<file path="src/hw/rtl/volume_weighted_moving_average_top_defines.svh">
// Assertion helpers for the assertions of the top module
`ifndef VOLUME_WEIGHTED_MOVING_AVERAGE_TOP_DEFINES_SVH
`define VOLUME_WEIGHTED_MOVING_AVERAGE_TOP_DEFINES_SVH

// same-cycle implication, off while reset is low
`define VWMA_ASSERT_NOW(lbl, clk, rst_n, ante, cons, msg) \
    lbl: assert property (@(posedge clk) disable iff (!(rst_n)) (ante) |-> (cons)) \
        else $error(msg);

// next-cycle implication, off while reset is low
`define VWMA_ASSERT_NEXT(lbl, clk, rst_n, ante, cons, msg) \
    lbl: assert property (@(posedge clk) disable iff (!(rst_n)) (ante) |=> (cons)) \
        else $error(msg);

`endif

</file>
<file path="src/hw/rtl/vwma_pkg.sv">
package vwma_pkg;

    localparam int PRICE_W   = 24;
    localparam int VOL_W     = 24;
    localparam int PROD_W    = PRICE_W + VOL_W;
    localparam int AVG_W     = 24;
    localparam int LEN_CFG_W = 9;
    localparam int STEP_W    = $clog2(AVG_W);

    localparam logic [LEN_CFG_W-1:0] LEN_RESET = LEN_CFG_W'(20);

    typedef struct packed {
        logic [PROD_W-1:0] prod;
        logic [VOL_W-1:0]  vol;
    } t_ring_entry;

    typedef struct packed {
        logic busy;
        logic done;
    } t_div_status;

endpackage

</file>
<file path="src/hw/rtl/vwma_div.sv">
module vwma_div
    import vwma_pkg::*;
#(
    parameter int DIVS_W = 32
) (
    input  logic                      i_clk,
    input  logic                      i_rst_n,
    input  logic                      i_start,
    input  logic [DIVS_W+AVG_W-1:0]   i_dividend,
    input  logic [DIVS_W-1:0]         i_divisor,
    output t_div_status               o_status,
    output logic [AVG_W-1:0]          o_quot
);

    logic              r_busy;
    logic              r_done;
    logic [STEP_W-1:0] r_cnt;
    logic [DIVS_W:0]   r_rem;
    logic [AVG_W-1:0]  r_q;
    logic [DIVS_W-1:0] r_dvs;

    logic [DIVS_W:0]   w_shift;
    logic [DIVS_W+1:0] w_diff;
    logic              w_qbit;

    assign w_shift = {r_rem[DIVS_W-1:0], r_q[AVG_W-1]};
    assign w_diff  = {1'b0, w_shift} - {2'b00, r_dvs};
    assign w_qbit  = ~w_diff[DIVS_W+1];

    always_ff @(posedge i_clk) begin
        if (!i_rst_n) begin
            r_busy <= 1'b0;
            r_done <= 1'b0;
            r_cnt  <= '0;
        end else begin
            r_done <= 1'b0;
            if (i_start) begin
                r_busy <= 1'b1;
                r_cnt  <= STEP_W'(AVG_W - 1);
            end else if (r_busy) begin
                if (r_cnt == '0) begin
                    r_busy <= 1'b0;
                    r_done <= 1'b1;
                end else begin
                    r_cnt <= r_cnt - STEP_W'(1);
                end
            end
        end
    end

    // quotient fits AVG_W bits, so the upper dividend part starts below the divisor
    always_ff @(posedge i_clk) begin
        if (i_start) begin
            r_rem <= {1'b0, i_dividend[DIVS_W+AVG_W-1:AVG_W]};
            r_q   <= i_dividend[AVG_W-1:0];
            r_dvs <= i_divisor;
        end else if (r_busy) begin
            r_rem <= w_qbit ? w_diff[DIVS_W:0] : w_shift;
            r_q   <= {r_q[AVG_W-2:0], w_qbit};
        end
    end

    assign o_status.busy = r_busy;
    assign o_status.done = r_done;
    assign o_quot        = r_q;

endmodule

</file>
<file path="config.mk">
export PLATFORM = sky130hd
export DESIGN_NAME = vwma_div
export DESIGN_NICKNAME = d
export VERILOG_FILES = /design/src/hw/rtl/volume_weighted_moving_average_top_defines.svh /design/src/hw/rtl/vwma_pkg.sv /design/src/hw/rtl/vwma_div.sv
export SDC_FILE = /design/constraint.sdc
export NUM_CORES = 1
export LEC_CHECK = 0
export BUFFER_PORTS_ARGS = -buffer_cell sky130_fd_sc_hd__buf_4
export CAP_MARGIN = 30
export CORE_UTILIZATION = 50
export CTS_CLUSTER_DIAMETER = 200
export DETAILED_ROUTE_END_ITERATION = 8
export GPL_ROUTABILITY_DRIVEN = 0
export GPL_TIMING_DRIVEN = 1
export PLACE_DENSITY_LB_ADDON = 0.2
export SYNTH_ARGS = -nofsm -noshare
export SYNTH_HDL_FRONTEND = slang
export SYNTH_SLANG_ARGS = --single-unit
</file>
<file path="constraint.sdc">
create_clock -name i_clk -period 5.3 [get_ports i_clk]
set_input_delay 0.53 -clock i_clk [delete_from_list [all_inputs] [get_ports i_clk]]
set_output_delay 0.53 -clock i_clk [all_outputs]
set_load 0.05 [all_outputs]
</file>
==> summary.md, run 1 <==
| Metric | Value |
|---|---|
| Post-synthesis async set-or-reset flop share | `0` |
| Clock power frac | `0.253` |
| PortBufs | `116` |
| Setup violations, final | `0` |
| Top-area cell type share of the netlist area | `0.455` |
| # nets final | `769` |
| P_sw | `between 1000 and 1500 µW` |
| Buffer depth of the longest clock path | `2` |
| Die Wd | `110 µm` |
| Most used DFF post-synth | `edfxtp_1` |
| Critical path data required time | `5.40 ns` |
| Cell with the most instances after synthesis | `edfxtp_1` |
| Hold_buf cts | `0` |
| Average wire per standard cell | `17.3 µm` |
| Routed WL | `roughly 14 mm` |
| Antenna viol nets, final | `0` |
| Drc violations | `0` |
| Sw Share | `0.356` |
| RSZ-0062 raised after global routing | `no` |
| Core footprint | `0.0111 mm²` |
| Setup crit start kind | `flop` |
| Synth-to-layout area growth | `21.9%` |
| Mapped Avg Cell Area | `10.7 µm²` |
| CTS clk-pin slew, worst paths | `around 0.070 ns` |
| Tot GR Track Use | `0.237` |
| Vias in the first global route | `4642` |
| Final HPWL DP | `9.80 mm` |
| Htree depth | `3` |
| Hold crit path type | `in -> reg` |
| CTS root buf | `clkbuf_16` |
| Fin. Hold Viols | `0` |
| Initial Util | `0.524` |
| Synth area leaders | `edfxtp_1 (45%), ha_1 (7.3%), mux2_2 (4.7%), xnor2_1 (3.8%), o21ai_0 (2.8%)` |
| Leak | `0.00294 µW` |
| Synth Register Bits | `95` |
| Largest net degree at the start of global routing | `66` |
| Mapped Nets | `667` |
| Status | `finished, final reports clean` |
| Final Skew | `between 0.01 and 0.015 ns` |
| Synth cell types | `65` |
| Internal | `~1900 µW` |
| PostCTS Resize Cnt | `0` |
| Pwr dens | `422 mW/mm²` |
| Tmin final | `3.65 ns` |
| Fill count | `a little over 900` |
| Number of DRC markers in iteration 0 | `195` |
| Pins over their slew limit | `0` |
| Worst-Skew Late Latency | `0.36 ns` |
| Post-CTS setup buffers | `0` |
| Slew HR | `0.458` |
| Diodes inserted | `0` |
| Initial antenna violation count | `0` |
| Critical path arrival | `3.76 ns` |
| Post-synth EDFFs | `88` |
| Fmax | `0.274 GHz` |
| Max-cap violations | `0` |
| Share of power burned in combinational logic | `0.401` |
| TNS Setup | `0 ns` |
| Rows | `38` |
| VDD IR-drop max | `0.270 mV` |
| Leading area contributor after synthesis | `edfxtp_1` |
| First-pass GRT wire length | `21.8 mm` |
| Crit Path Max Fanout | `20` |
| Slew @ Worst Pin | `0.813 ns` |
| GR Overflow Total | `0` |
| Die Y | `110 µm` |
| DIE AREA | `around 0.012 mm²` |
| Multi-input logic area | `0.00272 mm²` |
| CTS Buf Count | `9` |
| Sequential fraction of the synthesis area | `0.479` |
| CTS tree | `yes` |
| Share of layout cells above drive strength 1 | `0.272` |
| Yosys warns | `0` |
| Final Core Density | `0.639` |
| Mapped cell area | `0.00581 mm²` |
| Final cycle utilization of the critical path | `0.689` |
| Critical Path Sink Type | `flop` |
| Crit path kind | `reg -> reg` |
| Synth top cells by count | `edfxtp_1 (88), inv_1 (41), ha_1 (34), nor2_1 (34), o21ai_0 (32)` |
| Reg power frac | `0.346` |
| Ports | `117` |
| Clk sinks | `between 90 and 100` |
| First-pass detailed-route iteration total | `5` |
| Routed vias | `4626` |
| Reg area | `0.00278 mm²` |
| Gate Count Post-Synth | `541` |
| Drt via density | `5.87` |
==> power by group through the flow <==
stage / logic (µW) / registers (µW) / clock network [µW]
after floorplan: 850 / 1100 / 0
after global placement: 1160 / 1050 / 0
after detailed placement: 1180 / 1050 / 0
after CTS: 1190 / 1030 / 766
after global routing: 1310 / 1050 / 791
final: 1200 / 1030 / 755
==> per-layer routing <==
metal | vias up | routed length, µm | GRT usage
met1 | 2207 | 5970 | 0.292
met5 | - | 0 | 0
met3 | 26 | 937 | 0.0628
met4 | 0 | 356 | 0.104
li1 | 2242 | - | -
met2 | 151 | 6340 | 0.392
==> final timing paths <==
| path | cells after the start | slack, ns | to | startpoint |
|---|---|---|---|---|
| hold / removal | 1 | 0.34 | r_dvs[9] | i_divisor[9] |
| setup / recovery | 11 | 1.65 | r_rem[26] | r_rem[2] |
| setup reg to reg | 11 | 1.65 | r_rem[26] | r_rem[2] |
| hold reg to reg | 1 | 0.55 | r_done | r_busy |
==> metrics by stage <==
step / instances / hold slack [ns] / total power, µW / worst slack [ns] / instance area, µm²
after CTS: 788 / 0.336 / 2990 / 1.69 / 7080
after global routing: 788 / 0.335 / 3140 / 1.49 / 7080
after detailed placement: 772 / 0.532 / 2230 / 1.69 / 6740
final: 788 / 0.344 / 2990 / 1.65 / 7080
after floorplan: 541 / 0.501 / 1950 / 2.24 / 5810
after global placement: 772 / 0.537 / 2200 / 1.83 / 6740
==> worst max-delay path, cell delays in order (launching register included) <==
cell,delay [ns]
edfxtp_1,0.40
ha_1,0.37
and2_4,0.20
a221oi_2,0.30
a2111oi_2,0.14
o21a_2,0.25
o31ai_4,0.31
nor4_4,0.10
o21ai_2,0.52
buf_4,0.38
a21oi_2,0.10
a221o_1,0.32
==> final cells by class <==
cell class | instances | share of cell area
sequential | 95 | 0.393
inverter | 41 | 0.0217
clock inverter | 6 | 0.0164
multi-input combinational | 375 | 0.384
timing repair buffer | 121 | 0.128
clock buffer | 10 | 0.0323
tap | 140 | 0.0247
==> placed cells by master, fill, tap and decap left out, drive strengths merged, types with 8 or more instances in the layout <==
| cell type | instances |
|---|---|
| buf | 121 |
| edfxtp | 88 |
| inv | 43 |
| nor2 | 35 |
| ha | 34 |
| o21ai | 34 |
| nand2 | 30 |
| a21oi | 28 |
| xnor2 | 25 |
| mux2 | 24 |
| a31oi | 21 |
| nand3 | 21 |
| a21o | 14 |
| nand4 | 11 |
| clkbuf | 10 |
| nor3 | 8 |
| a21boi | 8 |
| o21a | 8 |
==> flip-flops by register name, summed over array words and instances, names as in the netlist <==
register / cells
r_dvs: 32
r_done: 1
r_cnt: 5
o_quot: 24
r_rem: 32
r_busy: 1
==> kinds of logic (layout without fill, tap and decap cells) <==
kind of cell / after synthesis / after routing / synth area share
and+or+nand+nor: 132 / 132 / 0.114
buffers and inverters: 71 / 178 / 0.0536
adders and majority gates: 35 / 35 / 0.0767
AOI/OAI and AO/OA: 154 / 154 / 0.185
muxes: 24 / 24 / 0.0465
DFF: 95 / 95 / 0.479
xor gates and xnor gates: 30 / 30 / 0.0452
No activity file was read; power rests on OpenSTA's default activity.
==> run 2: changes to the inputs <==
==> constraint.sdc (replaced) <==
create_clock -name i_clk -period 3.8 [get_ports i_clk]
set_input_delay 0.38 -clock i_clk [delete_from_list [all_inputs] [get_ports i_clk]]
set_output_delay 0.38 -clock i_clk [all_outputs]
set_load 0.05 [all_outputs]
==> run 2 against run 1 <==
Against the previous run:
- final area hardly changed
- combinational power is 41% higher
- flip-flop and latch count stayed put
- critical path depth stayed put
- non-clock buffer count is 3 higher
- hold slack worse by 0.15 ns
- count of clock-buffer cells in the layout is 1 lower
- critical endpoint is now r_rem[21]
- largest cell class unchanged
==> summary.md, run 2 (same netlist as run 1, synthesis figures left out) <==
| Metric | Value |
|---|---|
| Crit Path Max Fanout | `14` |
| Status | `finished, final reports clean` |
| Placed inst area | `0.00678 mm²` |
| Rows | `38` |
| Reg power frac | `0.357` |
| TNS Setup | `0 ns` |
| Worst-Skew Late Latency | `between 0.3 and 0.4 ns` |
| Synth-to-layout area growth | `21.8%` |
| Crit path kind | `reg -> reg` |
| Reg-to-reg critical path startpoint | `r_rem[3]` |
| WP depth | `11` |
| Worst setup path start | `r_rem[3]` |
| Crit-path leading delay family | `compound AO/OA/AOI/OAI gates` |
| Top Usage Layer GRT | `met2` |
| Slew HR | `0.587` |
| Vias in the first global route | `4746` |
| Share of layout cells above drive strength 1 | `0.276` |
| CTS clk-pin slew, worst paths | `0.07 ns` |
| Routed WL | `between 10 and 15 mm` |
| Final Skew | `0.0113 ns` |
| Clk sinks | `95` |
| Commonest non-fill, non-tap cell in the layout | `buf_4` |
| Design area | `0.00708 mm²` |
| Hold_buf cts | `0` |
| Met3 Usage GRT | `0.0622` |
| Hold crit path type | `in -> reg` |
| Drc violations | `0` |
| Diodes inserted | `0` |
| CTS tree | `yes` |
| Slew @ Worst Pin | `around 0.62 ns` |
| Tmin final | `3.39 ns` |
| Ports | `117` |
| Htree depth | `3` |
| Met2 usage | `0.418` |
| Setup violations, final | `0` |
| CP max stage cell | `o21ai_2` |
| PortBufs | `116` |
| Number of DRC markers in iteration 0 | `263` |
| Buffer depth of the longest clock path | `2` |
| First-pass GRT wire length | `22.7 mm` |
| Max-cap violations | `0` |
| Clock power frac | `0.226` |
| WHS | `0.198 ns` |
| Die Wd | `110 µm` |
| Reg-to-reg slack, setup | `0.41 ns` |
| Antenna viol nets, final | `0` |
| Leak | `0.00293 µW` |
| Drt via density | `5.90` |
| Final HPWL DP | `~10 mm` |
| Final Core Density | `0.639` |
| RSZ-0062 raised after global routing | `no` |
| VDD IR-drop max | `0.346 mV` |
| Initial Util | `0.524` |
| Post-CTS setup buffers | `0` |
| Initial antenna violation count | `0` |
| CTS Buf Count | `9` |
| Share of power burned in combinational logic | `0.417` |
| GR Overflow Total | `0` |
| Tot GR Track Use | `0.251` |
| Bufs and invs on worst path | `1` |
| First-pass detailed-route iteration total | `4` |
| Die Y | `110 µm` |
| Largest net degree at the start of global routing | `37` |
| Internal | `2550 µW` |
| Fill count | `928` |
| Critical path data required time | `3.98 ns` |
| P_sw | `1490 µW` |
| Most frequent cells in the layout | `buf_4 (123), edfxtp_1 (88), inv_1 (41)` |
| Worst Reg-to-Reg Cells | `11` |
| Setup crit start kind | `flop` |
| Fmax | `between 0.2 and 0.3 GHz` |
| DIE AREA | `0.0121 mm²` |
| PostCTS Resize Cnt | `0` |
| Critical Path Sink Type | `flop` |
| Average wire per standard cell | `17.8 µm` |
| CP cell instances | `ha_1 > and2_4 > a221oi_2 > a2111oi_2 > o21a_2 > o31ai_4 > nor4_4 > o21ai_2 > buf_4 > a21oi_1 > o31ai_2` |
| Fin. Hold Viols | `0` |
| Critical path arrival | `3.57 ns` |
| Core footprint | `0.0111 mm²` |
| Hold wc startpoint | `i_divisor[15]` |
| M1 GR Usage | `0.307` |
| Routed vias | `4669` |
| Max incr delay on CP | `roughly 0.53 ns` |
| WHS Path Cells | `1` |
| Pwr dens | `about 570 mW/mm²` |
| Pins over their slew limit | `0` |
| CTS root buf | `clkbuf_16` |
| Sw Share | `0.369` |
| Final cycle utilization of the critical path | `0.892` |
| # nets final | `772` |
run 2: changes by cell type in the layout (fill, tap and decap cells not counted), sizes merged:
cell,change
inv,-1
bufinv,-2
clkbuf,-1
clkinvlp,+2
buf,+3
clkinv,+2
run 2: final timing paths:
kind / to
setup / recovery: r_rem[21]
hold / removal: r_dvs[15]
setup reg to reg: r_rem[21]
hold reg to reg: r_done
run 2: routing by layer:
metal | part of all wire | routed length [µm]
met5 | 0 | 0
met4 | 0.020 | 282
met3 | 0.071 | 1000
met2 | 0.48 | 6720
met1 | 0.43 | 6070
run 2: power groups by stage:
| stage | Combinational (µW) | Clock [µW] | Sequential, µW |
|---|---|---|---|
| after global placement | 1620 | 0 | 1460 |
| after detailed placement | 1670 | 0 | 1460 |
| after global routing | 1840 | 972 | 1460 |
| final | 1690 | 915 | 1450 |
| after floorplan | 1190 | 0 | 1530 |
| after CTS | 1670 | 936 | 1440 |
run 2: area by class of cell:
| class | instances | area, µm² | area share |
|---|---|---|---|
| repair buffers | 124 | 951 | 0.134 |
| flip-flops and latches | 95 | 2780 | 0.393 |
| inverters | 41 | 154 | 0.0217 |
| clock inverters | 7 | 72.6 | 0.0103 |
| multi-input cells | 375 | 2720 | 0.384 |
| well taps | 140 | 175 | 0.0247 |
| clock buffers | 9 | 225 | 0.0318 |
run 2: metrics by stage:
step | instances | setup WS (ns) | total power, µW
after detailed placement | 775 | 0.414 | 3130
after floorplan | 541 | 0.740 | 2720
after global routing | 791 | 0.215 | 4270
after global placement | 774 | 0.537 | 3080
final | 791 | 0.410 | 4050
after CTS | 791 | 0.414 | 4060
==> run 3: changes to the inputs <==
==> constraint.sdc (replaced) <==
create_clock -name i_clk -period 4.17 [get_ports i_clk]
set_input_delay 0.417 -clock i_clk [delete_from_list [all_inputs] [get_ports i_clk]]
set_output_delay 0.417 -clock i_clk [all_outputs]
set_load 0.05 [all_outputs]
==> run 3 against run 2 <==
Against the previous run:
- setup slack improved by 0.31 ns
- largest power group unchanged
- final area decreased by 0.81%
- critical path type unchanged
- final cell count decreased by 0.25%
- combinational power decreased by 9%
- clock skew increased by 0.0013 ns
- flip-flop and latch count unchanged
- die area unchanged
==> summary.md, run 3 (same netlist as run 1, synthesis figures left out) <==
| Metric | Value |
|---|---|
| Non-Filler Instances | `789` |
| P_sw | `1380 µW` |
| PortBufs | `116` |
| Tot GR Track Use | `0.247` |
| Setup crit start kind | `flop` |
| Htree depth | `3` |
| Synth-to-layout area growth | `20.8%` |
| CTS clk-pin slew, worst paths | `0.07 ns` |
| Critical path data required time | `4.36 ns` |
| Drc violations | `0` |
| Drt via density | `~5.9` |
| Core footprint | `between 0.01 and 0.015 mm²` |
| PostCTS Resize Cnt | `0` |
| Average wire per standard cell | `17.9 µm` |
| Share of layout cells above drive strength 1 | `0.271` |
| Clk sinks | `95` |
| CTS tree | `yes` |
| Buffer depth of the longest clock path | `2` |
| TNS Setup | `0 ns` |
| Pins over their slew limit | `0` |
| Largest net degree at the start of global routing | `50` |
| Number of DRC markers in iteration 0 | `251` |
| Setup WS post-layout | `0.717 ns` |
| Status | `finished, final reports clean` |
| Critical Path Sink Type | `flop` |
| Routed WL | `14.1 mm` |
| Placed cells | `773` |
| Max-cap violations | `0` |
| Hold_buf cts | `0` |
| Most frequent cells in the layout | `buf_4 (122), edfxtp_1 (88), inv_1 (41)` |
| Sw Share | `0.379` |
| # nets final | `770` |
| Leak | `between 0.002 and 0.003 µW` |
| First-pass detailed-route iteration total | `4` |
| Rows | `38` |
| Crit Path Max Fanout | `15` |
| Hold crit path type | `in -> reg` |
| WHS Path Cells | `1` |
| Die Y | `approximately 110 µm` |
| First-pass GRT wire length | `~23 mm` |
| Final cycle utilization of the critical path | `0.828` |
| Setup violations, final | `0` |
| Final Core Density | `0.634` |
| Worst setup slack after placement | `~0.8 ns` |
| RSZ-0062 raised after global routing | `no` |
| Diodes inserted | `0` |
| Tmin final | `3.45 ns` |
| Final Skew | `0.0127 ns` |
| Commonest non-fill, non-tap cell in the layout | `buf_4` |
| Internal | `about 2300 µW` |
| Antenna viol nets, final | `0` |
| Worst Reg-to-Reg Cells | `11` |
| GR Overflow Total | `0` |
| Worst-Skew Late Latency | `roughly 0.36 ns` |
| Crit path kind | `reg -> reg` |
| Fin. Hold Viols | `0` |
| Reg power frac | `0.361` |
| Initial antenna violation count | `0` |
| Share of power burned in combinational logic | `0.423` |
| Final HPWL DP | `10.2 mm` |
| Fill count | `about 910` |
| CTS Buf Count | `9` |
| Critical path arrival | `between 3 and 4 ns` |
| Initial Util | `0.524` |
| Clock power frac | `0.216` |
| Slew @ Worst Pin | `0.884 ns` |
| Tot Pwr | `3650 µW` |
| CTS root buf | `clkbuf_16` |
| Pwr dens | `520 mW/mm²` |
| VDD IR-drop max | `~0.43 mV` |
| Slew HR | `0.410` |
| Vias in the first global route | `4841` |
| Post-CTS setup buffers | `0` |
| DIE AREA | `0.0121 mm²` |
| Fmax | `0.290 GHz` |
| Ports | `117` |
| Die Wd | `110 µm` |
| Routed vias | `4659` |
run 3: cell type report:
| type | instances | area (µm²) | area share |
|---|---|---|---|
| Clock buffer | 11 | 233 | 0.0331 |
| Clock inverter | 5 | 42.5 | 0.00606 |
| Inverter | 41 | 154 | 0.0219 |
| Multi-Input combinational cell | 375 | 2720 | 0.387 |
| Sequential cell | 95 | 2780 | 0.396 |
| Tap cell | 140 | 175 | 0.0250 |
| Timing Repair Buffer | 122 | 916 | 0.130 |
run 3: worst paths after layout:
| path | slack, ns | end | from |
|---|---|---|---|
| setup / recovery | 0.72 | r_rem[18] | r_rem[2] |
| hold / removal | 0.23 | r_dvs[2] | i_divisor[2] |
| setup reg to reg | 0.72 | r_rem[18] | r_rem[2] |
| hold reg to reg | 0.56 | r_cnt[1] | r_cnt[1] |
run 3: critical path, cell delays in order (launching register included):
cell,delay [ns]
edfxtp_1,0.41
ha_1,0.36
and2_4,0.20
a221oi_2,0.31
a2111oi_2,0.14
o21a_2,0.24
o31ai_4,0.31
nor4_4,0.10
o21ai_2,0.60
buf_4,0.30
nand3_1,0.09
a31oi_1,0.22
run 3: power groups by stage:
stage	Clock, µW	Combinational, µW	Sequential (µW)
2_1_floorplan	0	1080	1390
3_3_place_gp	0	1470	1330
3_5_place_dp	0	1520	1330
4_1_cts	802	1530	1320
5_1_grt	833	1680	1330
6_report	790	1540	1320
run 3: metal layers:
metal / wire, µm / GRT usage
met2: 6820 / 0.426
met3: 1030 / 0.0688
met4: 307 / 0.0895
met1: 5970 / 0.292
met5: 0 / 0
run 3: stage by stage:
stage / instance area, µm² / hold slack, ns
floorplan: 5810 / 0.501
global placement: 6750 / 0.541
detailed placement: 6750 / 0.552
CTS: 7020 / 0.219
global route: 7020 / 0.218
finish: 7020 / 0.230
